File: config.mk
export PLATFORM = sky130hd
export DESIGN_NAME = bank_mapper_with_scanline_irq_flat
export DESIGN_NICKNAME = d
export VERILOG_FILES = /design/src/hw/rtl/bmap_pkg.sv /design/src/hw/rtl/bmap_ifs.sv /design/src/hw/rtl/bank_mapper_with_scanline_irq.sv /design/src/flat_wrapper.sv
export SDC_FILE = /design/constraint.sdc
export NUM_CORES = 1
export LEC_CHECK = 0
export BUFFER_PORTS_ARGS = -buffer_cell sky130_fd_sc_hd__buf_2
export CELL_PAD_IN_SITES_DETAIL_PLACEMENT = 1
export CELL_PAD_IN_SITES_GLOBAL_PLACEMENT = 2
export CORE_MARGIN = 2
export CORE_UTILIZATION = 39
export DETAILED_ROUTE_END_ITERATION = 12
export PLACE_DENSITY_LB_ADDON = 0.1
export SYNTH_ARGS = -nofsm -noshare
export SYNTH_HDL_FRONTEND = slang
export SYNTH_SLANG_ARGS = --single-unit
File: constraint.sdc
create_clock -name clk -period 6.45 [get_ports clk]
set_input_delay 0 -clock clk [delete_from_list [all_inputs] [get_ports clk]]
set_output_delay 0 -clock clk [all_outputs]
set_load 0.1 [all_outputs]
File: src/hw/rtl/bmap_pkg.sv
// Types and constants of the bank mapper with scanline interrupt.
// Depends on nothing; used by the interfaces, the top level and the checker.
package bmap_pkg;

	localparam int unsigned OPCODE_W   = 2;
	localparam int unsigned ADDR_W     = 16;
	localparam int unsigned DATA_W     = 8;
	localparam int unsigned BANKS_W    = 6;
	localparam int unsigned OFFSET_W   = 19;
	localparam int unsigned CHR_BANK_W = 8;
	localparam int unsigned PRG_BANK_W = 6;
	localparam int unsigned CHR_REGS   = 6;
	localparam int unsigned PRG_REGS   = 2;
	localparam int unsigned SEL_W      = 3;
	localparam int unsigned IRQ_W      = 8;

	typedef enum logic [OPCODE_W-1:0] {
		OP_WRITE = 2'd0,
		OP_TICK  = 2'd1,
		OP_PRG   = 2'd2,
		OP_CHR   = 2'd3
	} opcode_t;

	// Register window selected by CPU address bits 14 and 13.
	typedef enum logic [1:0] {
		RGN_BANK   = 2'd0,
		RGN_MIRROR = 2'd1,
		RGN_IRQ    = 2'd2,
		RGN_IRQEN  = 2'd3
	} region_t;

	localparam logic [SEL_W-1:0] SEL_CHR2 = 3'd2;
	localparam logic [SEL_W-1:0] SEL_PRG0 = 3'd6;

endpackage

File: src/hw/rtl/bmap_ifs.sv
// Valid/ready channel interfaces for the bank mapper's request and result words.
// Depends on bmap_pkg for the field widths.
interface bmap_in_if;
	logic                            valid;
	logic                            ready;
	logic [bmap_pkg::OPCODE_W-1:0]   opcode;
	logic [bmap_pkg::ADDR_W-1:0]     address;
	logic [bmap_pkg::DATA_W-1:0]     write_data;
	logic                            a12_level;

	modport source (output valid, opcode, address, write_data, a12_level, input ready);
	modport sink   (input valid, opcode, address, write_data, a12_level, output ready);
	modport mon    (input valid, ready, opcode, address, write_data, a12_level);
endinterface

interface bmap_out_if;
	logic                            valid;
	logic                            ready;
	logic [bmap_pkg::OFFSET_W-1:0]   rom_offset;
	logic                            mirror_horizontal;
	logic                            irq_request;

	modport source (output valid, rom_offset, mirror_horizontal, irq_request, input ready);
	modport sink   (input valid, rom_offset, mirror_horizontal, irq_request, output ready);
	modport mon    (input valid, ready, rom_offset, mirror_horizontal, irq_request);
endinterface

File: src/hw/rtl/bank_mapper_with_scanline_irq.sv
// Top level of the cartridge bank mapper with scanline interrupt counter.
// Depends on bmap_pkg and the channel interfaces in bmap_ifs.sv.
//
// Each request word on item is a register write, a PPU tick carrying the A12
// level, a program ROM translation or a character ROM translation. Every
// request word produces exactly one result word on result: the translated ROM
// offset (zero for writes and ticks), the mirroring and the interrupt request
// as they stand after that request.
// A word accepted on item is held in an input register, is processed against
// the mapper state while it sits there and is loaded into the result register
// when that register is free, so one word can be taken every cycle while result
// is not stalled. The result register decouples the two sides: while result is
// stalled the input register still takes one more word, and item.ready drops
// only when both registers are full. cfg_wdata sets the number of 16 KB
// program banks and must be written only while the mapper is idle; the block
// does not enforce this. Reset clears both registers, loads the bank registers
// with their power-up values and sets the bank count to two; no clearing pass
// is needed, so a word can be accepted in the first cycle after reset.
module bank_mapper_with_scanline_irq #(
	parameter int unsigned FILTER_TICKS = 12
) (
	input  logic                           clk,
	input  logic                           arst_n,
	bmap_in_if.sink                        item,
	bmap_out_if.source                     result,
	input  logic                           cfg_we,
	input  logic [bmap_pkg::BANKS_W-1:0]   cfg_wdata
);

	localparam int unsigned FiltW = $clog2(FILTER_TICKS + 1);
	localparam logic [FiltW-1:0] FiltLoad = FiltW'(FILTER_TICKS - 1);

	localparam int unsigned AW  = bmap_pkg::ADDR_W;
	localparam int unsigned DW  = bmap_pkg::DATA_W;
	localparam int unsigned CW  = bmap_pkg::CHR_BANK_W;
	localparam int unsigned PW  = bmap_pkg::PRG_BANK_W;
	localparam int unsigned OW  = bmap_pkg::OFFSET_W;
	localparam int unsigned IW  = bmap_pkg::IRQ_W;
	localparam int unsigned SW  = bmap_pkg::SEL_W;

	// Input register.
	logic                             v_s1;
	logic [bmap_pkg::OPCODE_W-1:0]    op_s1;
	logic [AW-1:0]                    addr_s1;
	logic [DW-1:0]                    data_s1;
	logic                             a12_s1;

	// Result register.
	logic                             v_s2;
	logic [OW-1:0]                    off_s2;
	logic                             mirror_s2;
	logic                             irq_s2;

	// Mapper state.
	logic [CW-1:0]                    chr_q [bmap_pkg::CHR_REGS];
	logic [PW-1:0]                    prg_q [bmap_pkg::PRG_REGS];
	logic [SW-1:0]                    sel_q;
	logic [1:0]                       mode_q;
	logic                             mirror_q;
	logic [IW-1:0]                    reload_q;
	logic [IW-1:0]                    count_q;
	logic                             irq_en_q;
	logic                             pending_q;
	logic                             prev_a12_q;
	logic [FiltW-1:0]                 filt_q;
	logic [bmap_pkg::BANKS_W-1:0]     banks_q;

	logic [CW-1:0]                    chr_nxt [bmap_pkg::CHR_REGS];
	logic [PW-1:0]                    prg_nxt [bmap_pkg::PRG_REGS];
	logic [SW-1:0]                    sel_nxt;
	logic [1:0]                       mode_nxt;
	logic                             mirror_nxt;
	logic [IW-1:0]                    reload_nxt;
	logic [IW-1:0]                    count_nxt;
	logic                             irq_en_nxt;
	logic                             pending_nxt;
	logic                             prev_a12_nxt;
	logic [FiltW-1:0]                 filt_nxt;
	logic [OW-1:0]                    off_nxt;

	logic                             adv2;
	logic                             fire1;

	assign adv2       = !v_s2 || result.ready;
	assign fire1      = v_s1 && adv2;
	assign item.ready = !v_s1 || adv2;

	always_comb begin
		logic [PW-1:0] banks2;
		logic [PW-1:0] mask;
		logic [PW-1:0] second_last;
		logic [PW-1:0] prg_pick;
		logic [CW-1:0] chr_bank;
		logic [2:0]    slot;
		logic [SW-1:0] chr_idx;
		logic          rising;
		logic [IW-1:0] count_clk;

		chr_nxt      = chr_q;
		prg_nxt      = prg_q;
		sel_nxt      = sel_q;
		mode_nxt     = mode_q;
		mirror_nxt   = mirror_q;
		reload_nxt   = reload_q;
		count_nxt    = count_q;
		irq_en_nxt   = irq_en_q;
		pending_nxt  = pending_q;
		prev_a12_nxt = prev_a12_q;
		filt_nxt     = filt_q;
		off_nxt      = '0;

		banks2      = {banks_q[PW-2:0], 1'b0};
		mask        = banks2 - PW'(1);
		second_last = banks2 - PW'(2);

		prg_pick = prg_q[0];
		if (addr_s1[14:13] == 2'd3) begin
			prg_pick = mask;
		end else if (addr_s1[14:13] == 2'd1) begin
			prg_pick = prg_q[1];
		end else if ((addr_s1[14:13] == 2'd0) != mode_q[0]) begin
			prg_pick = prg_q[0];
		end else begin
			prg_pick = second_last;
		end

		slot     = addr_s1[12:10] ^ {mode_q[1], 2'b00};
		chr_idx  = slot[2] ? (slot - 3'd2) : {2'b00, slot[1]};
		chr_bank = chr_q[chr_idx] + CW'(!slot[2] && slot[0]);

		rising    = !prev_a12_q && a12_s1 && (filt_q == '0);
		count_clk = (count_q != '0) ? (count_q - IW'(1)) : reload_q;

		if (fire1) begin
			unique case (bmap_pkg::opcode_t'(op_s1))
				bmap_pkg::OP_WRITE: begin
					if (addr_s1[15]) begin
						unique case (bmap_pkg::region_t'(addr_s1[14:13]))
							bmap_pkg::RGN_BANK: begin
								if (!addr_s1[0]) begin
									sel_nxt  = data_s1[SW-1:0];
									mode_nxt = data_s1[7:6];
								end else if (sel_q < bmap_pkg::SEL_CHR2) begin
									chr_nxt[sel_q] = {data_s1[7:1], 1'b0};
								end else if (sel_q < bmap_pkg::SEL_PRG0) begin
									chr_nxt[sel_q] = data_s1;
								end else begin
									prg_nxt[sel_q[0]] = data_s1[PW-1:0] & mask;
								end
							end
							bmap_pkg::RGN_MIRROR: begin
								if (!addr_s1[0]) begin
									mirror_nxt = data_s1[0];
								end
							end
							bmap_pkg::RGN_IRQ: begin
								if (!addr_s1[0]) begin
									reload_nxt = data_s1;
								end else begin
									count_nxt = '0;
								end
							end
							bmap_pkg::RGN_IRQEN: begin
								if (!addr_s1[0]) begin
									irq_en_nxt  = 1'b0;
									pending_nxt = 1'b0;
								end else begin
									irq_en_nxt = 1'b1;
								end
							end
						endcase
					end
				end
				bmap_pkg::OP_TICK: begin
					if (rising) begin
						count_nxt = count_clk;
						if (count_clk == '0 && irq_en_q) begin
							pending_nxt = 1'b1;
						end
						filt_nxt = FiltLoad;
					end else if (filt_q != '0) begin
						filt_nxt = filt_q - FiltW'(1);
					end
					prev_a12_nxt = a12_s1;
				end
				bmap_pkg::OP_PRG: begin
					if (addr_s1[15]) begin
						off_nxt = {prg_pick, addr_s1[12:0]};
					end
				end
				bmap_pkg::OP_CHR: begin
					if (addr_s1[15:13] == 3'd0) begin
						off_nxt = {1'b0, chr_bank, addr_s1[9:0]};
					end
				end
			endcase
		end
	end

	always_ff @(posedge clk or negedge arst_n) begin
		if (!arst_n) begin
			for (int i = 0; i < bmap_pkg::CHR_REGS; i++) begin
				chr_q[i] <= CW'(i);
			end
			for (int i = 0; i < bmap_pkg::PRG_REGS; i++) begin
				prg_q[i] <= PW'(i);
			end
			sel_q      <= '0;
			mode_q     <= '0;
			mirror_q   <= 1'b0;
			reload_q   <= '0;
			count_q    <= '0;
			irq_en_q   <= 1'b0;
			pending_q  <= 1'b0;
			prev_a12_q <= 1'b0;
			filt_q     <= '0;
			banks_q    <= bmap_pkg::BANKS_W'(2);
			v_s1       <= 1'b0;
			v_s2       <= 1'b0;
		end else begin
			chr_q      <= chr_nxt;
			prg_q      <= prg_nxt;
			sel_q      <= sel_nxt;
			mode_q     <= mode_nxt;
			mirror_q   <= mirror_nxt;
			reload_q   <= reload_nxt;
			count_q    <= count_nxt;
			irq_en_q   <= irq_en_nxt;
			pending_q  <= pending_nxt;
			prev_a12_q <= prev_a12_nxt;
			filt_q     <= filt_nxt;
			if (cfg_we) begin
				banks_q <= cfg_wdata;
			end
			if (item.ready) begin
				v_s1 <= item.valid;
			end
			if (adv2) begin
				v_s2 <= v_s1;
			end
		end
	end

	always_ff @(posedge clk) begin
		if (item.valid && item.ready) begin
			op_s1   <= item.opcode;
			addr_s1 <= item.address;
			data_s1 <= item.write_data;
			a12_s1  <= item.a12_level;
		end
		if (fire1) begin
			off_s2    <= off_nxt;
			mirror_s2 <= mirror_nxt;
			irq_s2    <= pending_nxt && irq_en_nxt;
		end
	end

	assign result.valid             = v_s2;
	assign result.rom_offset        = off_s2;
	assign result.mirror_horizontal = mirror_s2;
	assign result.irq_request       = irq_s2;

endmodule

File: src/flat_wrapper.sv
// flat-port wrapper written by rule: the top's interface ports become plain ports
module bank_mapper_with_scanline_irq_flat 
#(
	parameter int unsigned FILTER_TICKS = 12
)
  (clk, arst_n, cfg_we, cfg_wdata, item_valid, item_opcode, item_address, item_write_data, item_a12_level, item_ready, result_valid, result_rom_offset, result_mirror_horizontal, result_irq_request, result_ready);
  bmap_in_if item_i ();
  bmap_out_if result_i ();
  input  logic clk;
  input  logic arst_n;
  input  logic cfg_we;
  input  logic [bmap_pkg::BANKS_W-1:0] cfg_wdata;
  input wire logic [$bits(item_i.valid)-1:0] item_valid;
  input wire logic [$bits(item_i.opcode)-1:0] item_opcode;
  input wire logic [$bits(item_i.address)-1:0] item_address;
  input wire logic [$bits(item_i.write_data)-1:0] item_write_data;
  input wire logic [$bits(item_i.a12_level)-1:0] item_a12_level;
  output wire logic [$bits(item_i.ready)-1:0] item_ready;
  output wire logic [$bits(result_i.valid)-1:0] result_valid;
  output wire logic [$bits(result_i.rom_offset)-1:0] result_rom_offset;
  output wire logic [$bits(result_i.mirror_horizontal)-1:0] result_mirror_horizontal;
  output wire logic [$bits(result_i.irq_request)-1:0] result_irq_request;
  input wire logic [$bits(result_i.ready)-1:0] result_ready;
  assign item_i.valid = item_valid;
  assign item_i.opcode = item_opcode;
  assign item_i.address = item_address;
  assign item_i.write_data = item_write_data;
  assign item_i.a12_level = item_a12_level;
  assign item_ready = item_i.ready;
  assign result_valid = result_i.valid;
  assign result_rom_offset = result_i.rom_offset;
  assign result_mirror_horizontal = result_i.mirror_horizontal;
  assign result_irq_request = result_i.irq_request;
  assign result_i.ready = result_ready;
  bank_mapper_with_scanline_irq #(.FILTER_TICKS(FILTER_TICKS)) u_core (.clk(clk), .arst_n(arst_n), .item(item_i), .result(result_i), .cfg_we(cfg_we), .cfg_wdata(cfg_wdata));
endmodule
==> results of run 1 <==
## final timing paths
check | to | slack (ns)
hold reg to reg | u_core.chr_q[32]$_DFFE_PN1P_ | 0.50
setup reg to reg | u_core.result.rom_offset[17]$_SDFFCE_PN0P_ | 3.52
setup / recovery | u_core.result.rom_offset[17]$_SDFFCE_PN0P_ | 3.52
min in group clk | u_core.data_s1[6]$_DFFE_PP_ | 0.29
max in group asynchronous | u_core.chr_q[11]$_DFFE_PN0P_ | 5.12
hold / removal | u_core.v_s1$_DFFE_PN0N_ | 0.03
## metrics by stage
step / std cells / utilization (%) / hold WS, ns
after floorplan: 508 / - / -0.296
after global placement: 774 / 42.4 / -0.0745
after detailed placement: 774 / 42.4 / -0.0709
after CTS: 849 / 48.3 / 0.0312
after global routing: 849 / 48.3 / 0.0532
final: 849 / 48.3 / 0.0320
## cells in the final DEF, fill, tap and decap left out, types with 16 or more instances in the layout
cell	instances
sky130_fd_sc_hd__edfxtp_1	48
sky130_fd_sc_hd__o21ai_0	28
sky130_fd_sc_hd__nand2_1	26
sky130_fd_sc_hd__nor2b_1	17
sky130_fd_sc_hd__clkbuf_16	19
sky130_fd_sc_hd__mux2_2	93
sky130_fd_sc_hd__a21oi_1	17
sky130_fd_sc_hd__inv_1	16
sky130_fd_sc_hd__dlygate4sd3_1	43
sky130_fd_sc_hd__dfrtp_1	87
sky130_fd_sc_hd__buf_2	58
## power breakdown
group	internal [W]	switching, W	total, W
combinational	0.000176	0.000272	0.000448
clock	0.000580	0.000374	0.000954
sequential	0.00102	0.0000750	0.00109
## flip-flops by register name (all words and copies together), names as in the netlist
register and count:
u_core.filt_q 4, u_core.addr_s1 16, u_core.prg_q 12, u_core.a12_s1 1
u_core.data_s1 8, u_core.pending_q 1, u_core.result.rom_offset 19, u_core.result.mirror_horizontal 1
u_core.chr_q 48, u_core.result.irq_request 1, u_core.v_s1 1, u_core.count_q 8
u_core.banks_q 5, u_core.reload_q 8, u_core.result.valid 1, u_core.prev_a12_q 1
u_core.sel_q 3, u_core.mode_q 2, u_core.mirror_q 1, u_core.op_s1 2
u_core.irq_en_q 1
## cell type report
type	count	area [um2]	area share, %
flip-flops and latches	144	3850	46.4
multi-input cells	325	2760	33.2
repair buffers	107	766	9.22
clock buffers	25	538	6.48
well taps	225	282	3.39
inverters	16	60.1	0.723
clock inverters	7	45.0	0.542
## synth_stat cells (2+ instances only)
library cell                 n
sky130_fd_sc_hd__mux2_2     93
sky130_fd_sc_hd__dfrtp_1    87
sky130_fd_sc_hd__edfxtp_1   48
sky130_fd_sc_hd__o21ai_0    28
sky130_fd_sc_hd__nand2_1    26
sky130_fd_sc_hd__a21oi_1    17
sky130_fd_sc_hd__nor2b_1    17
sky130_fd_sc_hd__inv_1      16
sky130_fd_sc_hd__nor2_1     15
sky130_fd_sc_hd__clkbuf_1   14
sky130_fd_sc_hd__nor3_1     11
sky130_fd_sc_hd__dfstp_2     9
sky130_fd_sc_hd__and2_1      8
sky130_fd_sc_hd__mux2i_1     7
sky130_fd_sc_hd__mux4_2      7
sky130_fd_sc_hd__nand2b_1    7
sky130_fd_sc_hd__xnor2_1     7
sky130_fd_sc_hd__ha_1        6
sky130_fd_sc_hd__xor2_1      6
sky130_fd_sc_hd__buf_2       5
sky130_fd_sc_hd__nand3b_1    4
sky130_fd_sc_hd__a32o_1      3
sky130_fd_sc_hd__and3_1      3
sky130_fd_sc_hd__nor3_2      3
sky130_fd_sc_hd__nor4_1      3
sky130_fd_sc_hd__o22ai_1     3
sky130_fd_sc_hd__o31ai_1     3
sky130_fd_sc_hd__a22o_1      2
sky130_fd_sc_hd__and3_4      2
sky130_fd_sc_hd__buf_6       2
sky130_fd_sc_hd__nand3_1     2
sky130_fd_sc_hd__nand4_1     2
sky130_fd_sc_hd__nand4_4     2
sky130_fd_sc_hd__nand4b_1    2
sky130_fd_sc_hd__nor3b_1     2
sky130_fd_sc_hd__nor3b_4     2
sky130_fd_sc_hd__o2111ai_1   2
## metal layers
metal | vias up | routed length (um) | track usage [%]
met3 | 16 | 386 | 4.25
met1 | 2320 | 7480 | 24.3
met4 | 0 | 182 | 4.98
li1 | 2076 | - | -
met5 | - | 0 | 0
met2 | 57 | 8650 | 34.7
## cell families (layout without fill, tap and decap cells)
kind of cell,Yosys count,count (layout),synth area share (%)
DFF,144,144,56.8
and+or+nand+nor,124,124,11.7
muxes,107,107,18.8
AOI/OAI and AO/OA,75,75,7.32
buffers and inverters,39,155,2.53
xor gates and xnor gates,13,13,1.68
adders and majority gates,6,6,1.11
==> impl_metrics.py, run 1 <==
metrics = {
    "outcome": {
        "outcome": "finished, final reports clean",
    },
    "clock_tree": {
        "cts_tree": "yes",
        "cts_htree_levels": 4,
        "cts_made_buffers": 17,
        "cts-hold-fix-buffers": 43,
        "worstSkewPairLatency_ns": 0.41,
        "cts.reportedPaths.clkPinSlew_ns": 0.06,
        "numClockSinks": 144,
        "post_cts_setup_buffer_count": 0,
        "cts-root-buf": "sky130_fd_sc_hd__clkbuf_16",
        "cts.repair.resized": 0,
        "clockBufferDepth": 2,
    },
    "hold_path": {
        "hold_path_class": "in2async",
    },
    "logic_synthesis": {
        "synth-seq-cells": 144,
        "syn-num-nets": 552,
        "synth_cells": 508,
        "leading_register_cell_type_out_of_synthesis": "sky130_fd_sc_hd__dfrtp_1",
        "synth_largest_area_cell": "sky130_fd_sc_hd__dfrtp_1",
        "sequential_cell_area_fraction_in_the_yosys_report_pct": 56.8,
        "ys.warnings.count": 0,
        "synthTopCellsByArea": "sky130_fd_sc_hd__dfrtp_1 (32%), sky130_fd_sc_hd__edfxtp_1 (21%), sky130_fd_sc_hd__mux2_2 (15%)",
        "synth_cell_type_count": 69,
        "synth_edf_count": 48,
        "synth.avg_cell_area_um2": 13.4,
        "async_reset_ff_share_pct": 66.7,
        "netlist.area_leader.share_pct": 32.1,
        "synth_area_mm2": 0.00678,
    },
    "job": {
        "cap_viol_max_count": 0,
    },
    "timing": {
        "rsz0062_at_grt": "false",
        "layout_min_cycle_time_ns": 2.93,
        "finClkSkew_ns": 0.00762,
        "worst_slew_margin_rel_pct": 32.7,
        "max_clock_freq_mhz": 342,
        "worst_pin_slew_ns": 1.00,
        "final.setup.worst_slack_ns": 3.52,
        "timing.final.hold_violations": 0,
        "final-setup-viol-count": 0,
        "slew_viol_final": 0,
        "timing.setup.tns_ns": 0,
        "timing.final.crit_share_pct": 45.4,
    },
    "worst_setup_path": {
        "start_kind": "flop",
        "worst_ep_arrival_time_ns": 3.08,
        "critical_path_required_ns": 6.60,
        "critPathSlowestCell": "sky130_fd_sc_hd__edfxtp_1",
        "setup.worst_path.start": "u_core.addr_s1[11]$_DFFE_PP_",
        "crit_fanout": 15,
        "endpoint_kind": "flop",
        "rr_startpoint": "u_core.addr_s1[11]$_DFFE_PP_",
        "number_of_cells_on_the_critical_path": 7,
        "critical_path.cell_chain": "mux4_2 > mux4_2 > ha_1 > o2111ai_1 > o32ai_1 > and3_4 > o31ai_1",
        "length_in_cells_of_the_worst_reg_to_reg_path": 7,
        "critical_path.top_delay_family": "flip-flops",
        "crit_path_max_incr_delay_ns": 0.79,
        "crit_type": "reg2reg",
        "cpMostUsedCell": "sky130_fd_sc_hd__mux4_2",
        "cp.buffers_inverters": 0,
    },
    "route": {
        "dr_vias": 4469,
        "drt-wirelength-per-cell_um": 19.7,
        "antenna_left": 0,
        "route.final.wire_length_um": 16700,
        "vias_per_cell": 5.26,
        "detailedRoute.firstIterationViolations": 176,
        "drt_pass1_iterations": 4,
        "drc": 0,
    },
    "final_layout": {
        "antenna_cells_inserted": 0,
        "area_growth_pct": 22.4,
        "layout.filler_cells": 1786,
        "postLayoutCellArea_mm2": 0.00830,
        "nNetsFinal": 655,
        "layout-drive-gt1-share_pct": 35.9,
    },
    "grt": {
        "initial_antenna_violation_count": 0,
        "total_overflow_reported_by_the_global_router": 0,
        "grt.total_usage_pct": 19.6,
        "grt_max_degree": 75,
        "grt_pass1_vias": 4938,
        "grt_first_pass_wirelength_um": 27000,
    },
    "placed_design": {
        "place_congestion": 0.716,
        "placed_cell_area_mm2": 0.00729,
        "placement.setup.worst_slack_ns": 3.47,
        "dpl.hpwl_um": 11000,
        "buffer_ports.inserted": 59,
    },
    "power": {
        "peakVddDrop_mv": 0.183,
        "powerDensity_mw_per_mm2": 301,
        "finalPower_w": 0.00250,
        "leakagePower_nw": 3.59,
    },
    "floorplanning": {
        "floorplan.core_area_mm2": 0.0172,
        "die_h_um": 136,
        "die_x_um": 136,
        "design.portCount": 61,
        "initial_core_util_pct": 39.5,
        "placementRows": 48,
        "fp.dieArea_mm2": 0.0185,
    },
}
No activity file was read; power rests on OpenSTA's default activity.
==> run 2, diff against run 1 <==
==> constraint.sdc (replaced) <==
create_clock -name clk -period 2.75 [get_ports clk]
set_input_delay 0 -clock clk [delete_from_list [all_inputs] [get_ports clk]]
set_output_delay 0 -clock clk [all_outputs]
set_load 0.1 [all_outputs]
==> impl_metrics.py, run 2 (same netlist as run 1, synthesis figures left out) <==
metrics = {
    "worst_setup_path": {
        "start_kind": "flop",
        "crit_fanout": 9,
        "critical_path_required_ns": 2.91,
        "worst_ep_arrival_time_ns": 2.70,
        "endpoint_kind": "flop",
        "crit_type": "reg2reg",
    },
    "timing": {
        "layout_min_cycle_time_ns": 2.54,
        "max_clock_freq_mhz": 394,
        "worst_slew_margin_rel_pct": 47.8,
        "rsz0062_at_grt": "false",
        "timing.hold.ws_ns": 0.146,
        "final-setup-viol-count": 0,
        "timing.final.hold_violations": 0,
        "timing.setup.tns_ns": 0,
        "slew_viol_final": 0,
        "timing.final.crit_share_pct": 92.4,
        "worst_pin_slew_ns": 0.784,
        "finClkSkew_ns": 0.00734,
    },
    "floorplanning": {
        "placementRows": 48,
        "floorplan.core_area_mm2": 0.0172,
        "initial_core_util_pct": 39.5,
        "die_x_um": 136,
        "fp.dieArea_mm2": 0.0185,
        "die_h_um": 136,
        "design.portCount": 61,
    },
    "route": {
        "dr_vias": 4512,
        "drc": 0,
        "detailedRoute.firstIterationViolations": 155,
        "drt-wirelength-per-cell_um": 20.0,
        "antenna_left": 0,
        "vias_per_cell": 5.22,
        "route.final.wire_length_um": 17300,
        "drt_pass1_iterations": 4,
    },
    "power": {
        "powerDensity_mw_per_mm2": 708,
        "peakVddDrop_mv": 0.443,
        "leakagePower_nw": 3.67,
    },
    "final_layout": {
        "layout-drive-gt1-share_pct": 38.0,
        "largest_reg_flops": 48,
        "final_common_cell": "sky130_fd_sc_hd__mux2_2",
        "nNetsFinal": 671,
        "seq_area_mm2": 0.00386,
        "layout.filler_cells": 1764,
        "postLayoutCellArea_mm2": 0.00847,
        "multi_input_area_mm2": 0.00277,
        "antenna_cells_inserted": 0,
        "area_growth_pct": 24.8,
        "mostFrequentLayoutCells": "sky130_fd_sc_hd__mux2_2 (93), sky130_fd_sc_hd__dfrtp_1 (86), sky130_fd_sc_hd__buf_2 (58)",
        "top_register": "u_core.chr_q",
    },
    "clock_tree": {
        "cts_htree_levels": 4,
        "clockBufferDepth": 2,
        "numClockSinks": 144,
        "post_cts_setup_buffer_count": 0,
        "cts_made_buffers": 17,
        "worstSkewPairLatency_ns": 0.42,
        "cts_tree": "yes",
        "cts.reportedPaths.clkPinSlew_ns": 0.06,
        "cts-root-buf": "sky130_fd_sc_hd__clkbuf_16",
    },
    "hold_path": {
        "hold_path_class": "in2async",
    },
    "job": {
        "cap_viol_max_count": 0,
    },
    "grt": {
        "grt_pass1_vias": 4912,
        "grt_max_degree": 51,
        "grt_first_pass_wirelength_um": 27300,
        "grt.total_usage_pct": 20.1,
        "total_overflow_reported_by_the_global_router": 0,
        "initial_antenna_violation_count": 0,
    },
    "placed_design": {
        "place_congestion": 0.812,
        "buffer_ports.inserted": 59,
        "placed_cell_area_mm2": 0.00742,
        "dpl.hpwl_um": 11500,
    },
    "outcome": {
        "outcome": "finished, final reports clean",
    },
}
-- run 2: worst paths after layout --
path / startpoint / end / slack [ns] / cells after the start
worst max-delay path: u_core.addr_s1[10]$_DFFE_PP_ / u_core.result.rom_offset[16]$_SDFFCE_PN0P_ / 0.21 / 9
worst min-delay path: arst_n / u_core.v_s1$_DFFE_PN0N_ / 0.15 / 2
worst max register to register: u_core.addr_s1[10]$_DFFE_PP_ / u_core.result.rom_offset[16]$_SDFFCE_PN0P_ / 0.21 / 9
worst min register to register: u_core.chr_q[32]$_DFFE_PN1P_ / u_core.chr_q[32]$_DFFE_PN1P_ / 0.50 / 1
max in group asynchronous: arst_n / u_core.chr_q[32]$_DFFE_PN1P_ / 1.85 / 3
min in group clk: item_address[7] / u_core.addr_s1[7]$_DFFE_PP_ / 0.28 / 2
-- run 2: where the power goes --
group,leakage [nW],switching (W),internal (W),total (W)
sequential,1.74,0.000174,0.00239,0.00256
clock,0.286,0.000917,0.00141,0.00233
combinational,1.64,0.000656,0.000444,0.00110
-- run 2: final cells by class --
class	instances	area share [%]
inverters	16	0.709
well taps	225	3.33
clock inverters	13	1.60
repair buffers	123	10.7
clock buffers	19	5.48
flip-flops and latches	144	45.6
multi-input cells	325	32.7
-- run 2: what timing repair did --
action                                  in CTS  in global routing
hold endpoints to repair                    78                  0
resized for setup                            0                  2
endpoints found under the setup margin       0                  2
hold buffers                                43                  0
-- run 2: critical path, stage by stage (launching register included) --
cell and delay (ns):
sky130_fd_sc_hd__edfxtp_1 0.41, sky130_fd_sc_hd__buf_6 0.19, sky130_fd_sc_hd__mux2_2 0.34, sky130_fd_sc_hd__mux4_2 0.46, sky130_fd_sc_hd__ha_1 0.23, sky130_fd_sc_hd__ha_1 0.22
sky130_fd_sc_hd__nand3_1 0.13, sky130_fd_sc_hd__nor2_1 0.07, sky130_fd_sc_hd__xnor2_1 0.13, sky130_fd_sc_hd__o22ai_1 0.10
-- run 2: layer usage --
layer	vias to the layer above	part of all wire, %	global-route usage, %
met4	0	1.2	5.50
met2	66	53	36.3
met5	-	0	0
met1	2327	43	24.1
li1	2106	-	-
met3	13	2.8	4.70
-- run 2: through the flow --
stage	util, %	cells	power, W	setup slack [ns]
floorplan	-	508	0.00335	0.0961
global placement	43.2	790	0.00362	0.190
detailed placement	43.2	790	0.00366	0.162
CTS	49.2	865	0.00606	0.151
global route	49.3	865	0.00627	0.0225
finish	49.3	865	0.00599	0.209
==> run 3, diff against run 2 <==
--- a/config.mk
+++ b/config.mk
@@ -11,7 +11,7 @@
 export CORE_MARGIN = 2
 export CORE_UTILIZATION = 39
 export DETAILED_ROUTE_END_ITERATION = 12
-export PLACE_DENSITY_LB_ADDON = 0.1
+export PLACE_DENSITY = 0.72
 export SYNTH_ARGS = -nofsm -noshare
 export SYNTH_HDL_FRONTEND = slang
 export SYNTH_SLANG_ARGS = --single-unit
==> impl_metrics.py, run 3 (same netlist as run 1, synthesis figures left out) <==
metrics = {
    "placed_design": {
        "place_congestion": 0.818,
        "dpl.hpwl_um": 11400,
        "buffer_ports.inserted": 59,
    },
    "timing": {
        "slew_viol_final": 0,
        "max_clock_freq_mhz": 382,
        "layout_min_cycle_time_ns": 2.62,
        "rsz0062_at_grt": "false",
        "timing.final.hold_violations": 0,
        "timing.final.crit_share_pct": 95.2,
        "timing.setup.tns_ns": 0,
        "final-setup-viol-count": 0,
        "worst_slew_margin_rel_pct": 45.7,
        "finClkSkew_ns": 0.00978,
        "worst_pin_slew_ns": 0.815,
    },
    "worst_setup_path": {
        "rr_endpoint": "u_core.result.rom_offset[16]$_SDFFCE_PN0P_",
        "number_of_cells_on_the_critical_path": 9,
        "crit_path_max_incr_delay_ns": 0.48,
        "crit_fanout": 10,
        "critical_path_required_ns": 2.90,
        "rr_startpoint": "u_core.addr_s1[10]$_DFFE_PP_",
        "worst_ep_arrival_time_ns": 2.77,
        "critical_path.top_delay_family": "multiplexers",
        "endpoint_kind": "flop",
        "cp.buffers_inverters": 1,
        "critPathSlowestCell": "sky130_fd_sc_hd__mux4_2",
        "worstSetupEndpoint": "u_core.result.rom_offset[16]$_SDFFCE_PN0P_",
        "cpMostUsedCell": "sky130_fd_sc_hd__ha_1",
        "critical_path.cell_chain": "buf_4 > mux2_2 > mux4_2 > ha_1 > ha_1 > nand3_1 > nor2_1 > xnor2_1 > o22ai_1",
        "r2r_slack_ns": 0.13,
        "setup.worst_path.start": "u_core.addr_s1[10]$_DFFE_PP_",
        "length_in_cells_of_the_worst_reg_to_reg_path": 9,
        "start_kind": "flop",
        "crit_type": "reg2reg",
    },
    "outcome": {
        "outcome": "finished, final reports clean",
    },
    "clock_tree": {
        "post_cts_setup_buffer_count": 0,
        "clockBufferDepth": 2,
        "numClockSinks": 144,
        "cts_htree_levels": 4,
        "cts-root-buf": "sky130_fd_sc_hd__clkbuf_16",
        "cts_tree": "yes",
        "cts.reportedPaths.clkPinSlew_ns": 0.06,
        "worstSkewPairLatency_ns": 0.42,
        "cts_made_buffers": 17,
    },
    "grt": {
        "total_overflow_reported_by_the_global_router": 0,
        "grt_first_pass_wirelength_um": 27200,
        "grt.total_usage_pct": 19.7,
        "use_met3_pct": 4.06,
        "globalRouteMet2Util_pct": 34.7,
        "grt_pass1_vias": 4940,
        "initial_antenna_violation_count": 0,
        "global_route.usage.met1_pct": 24.8,
        "grt_max_degree": 58,
        "grt_busiest_layer": "met2",
    },
    "final_layout": {
        "top_register": "u_core.chr_q",
        "nNetsFinal": 671,
        "mostFrequentLayoutCells": "sky130_fd_sc_hd__mux2_2 (93), sky130_fd_sc_hd__dfrtp_1 (86), sky130_fd_sc_hd__buf_2 (58)",
        "area_growth_pct": 23.9,
        "antenna_cells_inserted": 0,
        "layout-drive-gt1-share_pct": 37.8,
        "final_common_cell": "sky130_fd_sc_hd__mux2_2",
        "largest_reg_flops": 48,
        "final_core_utilization_pct": 48.9,
    },
    "power": {
        "powerDensity_mw_per_mm2": 691,
        "peakVddDrop_mv": 0.423,
        "leakagePower_nw": 3.65,
    },
    "route": {
        "detailedRoute.firstIterationViolations": 179,
        "drt_pass1_iterations": 4,
        "drt-wirelength-per-cell_um": 19.7,
        "drc": 0,
        "route.final.wire_length_um": 17000,
        "vias_per_cell": 5.27,
        "antenna_left": 0,
        "dr_vias": 4559,
    },
    "floorplanning": {
        "floorplan.core_area_mm2": 0.0172,
        "die_h_um": 136,
        "fp.dieArea_mm2": 0.0185,
        "design.portCount": 61,
        "die_x_um": 136,
        "placementRows": 48,
        "initial_core_util_pct": 39.5,
    },
    "hold_path": {
        "hold_path_class": "in2async",
    },
    "job": {
        "cap_viol_max_count": 0,
    },
}
[run 3: changes by cell type in the layout (fill, tap and decap cells not counted), moves of 2 or more]
cell / delta
sky130_fd_sc_hd__clkinv_4: -2
sky130_fd_sc_hd__clkinv_1: -2
sky130_fd_sc_hd__inv_4: +2
sky130_fd_sc_hd__clkbuf_1: +3
sky130_fd_sc_hd__clkinv_2: +3
[run 3: worst min-delay path by stage]
| stage | endpoint | slack [ns] | cells after the start |
|---|---|---|---|
| 6_report | u_core.prg_q[5]$_DFFE_PN0P_ | 0.11 | 2 |
| 5_1_grt | u_core.prg_q[5]$_DFFE_PN0P_ | 0.16 | 2 |
| 4_1_cts | u_core.prg_q[5]$_DFFE_PN0P_ | 0.12 | 2 |
| 3_5_place_dp | u_core.prg_q[5]$_DFFE_PN0P_ | 0.03 | 1 |
| 3_3_place_gp | u_core.v_s1$_DFFE_PN0N_ | 0.04 | 1 |
| 2_1_floorplan | u_core.banks_q[0]$_DFFE_PN0P_ | -0.30 | 0 |
[run 3: power breakdown]
| part | leakage (nW) | total, W | switching, W | internal [W] |
|---|---|---|---|---|
| Sequential | 1.74 | 0.00256 | 0.000170 | 0.00239 |
| Clock | 0.267 | 0.00213 | 0.000870 | 0.00126 |
| Combinational | 1.64 | 0.00111 | 0.000667 | 0.000448 |
| Total | 3.65 | 0.00580 | 0.00171 | 0.00410 |
[run 3: metal layers]
layer  vias up  part of all wire (%)
li1       2113                     -
met4         0                   1.1
met2        57                    52
met1      2372                    45
met3        17                   2.4
met5         -                     0
[run 3: repair_timing]
| action | 4_1_cts | 5_1_grt |
|---|---|---|
| setup endpoints to repair | 0 | 2 |
| hold buffers | 43 | 0 |
| endpoints found under the hold margin | 73 | 0 |
| resized for setup | 0 | 1 |
[run 3: per-stage QoR]
step / hold WS, ns / cell area, um2 / total power, W / worst slack [ns] / cells
global route: 0.162 / 8400 / 0.00610 / 0.0285 / 865
detailed placement: 0.0298 / 7420 / 0.00367 / 0.117 / 790
CTS: 0.119 / 8400 / 0.00587 / 0.104 / 865
global placement: 0.0352 / 7420 / 0.00361 / 0.218 / 790
finish: 0.114 / 8400 / 0.00580 / 0.131 / 865
floorplan: -0.296 / 6790 / 0.00335 / 0.0961 / 508
[run 3: cell type report]
cell class / count / area (um2)
fillers: 1795 / 8770
flip-flops and latches: 144 / 3860
multi-input cells: 325 / 2770
repair buffers: 123 / 898
clock buffers: 21 / 450
well taps: 225 / 282
clock inverters: 11 / 91.3
inverters: 16 / 60.1
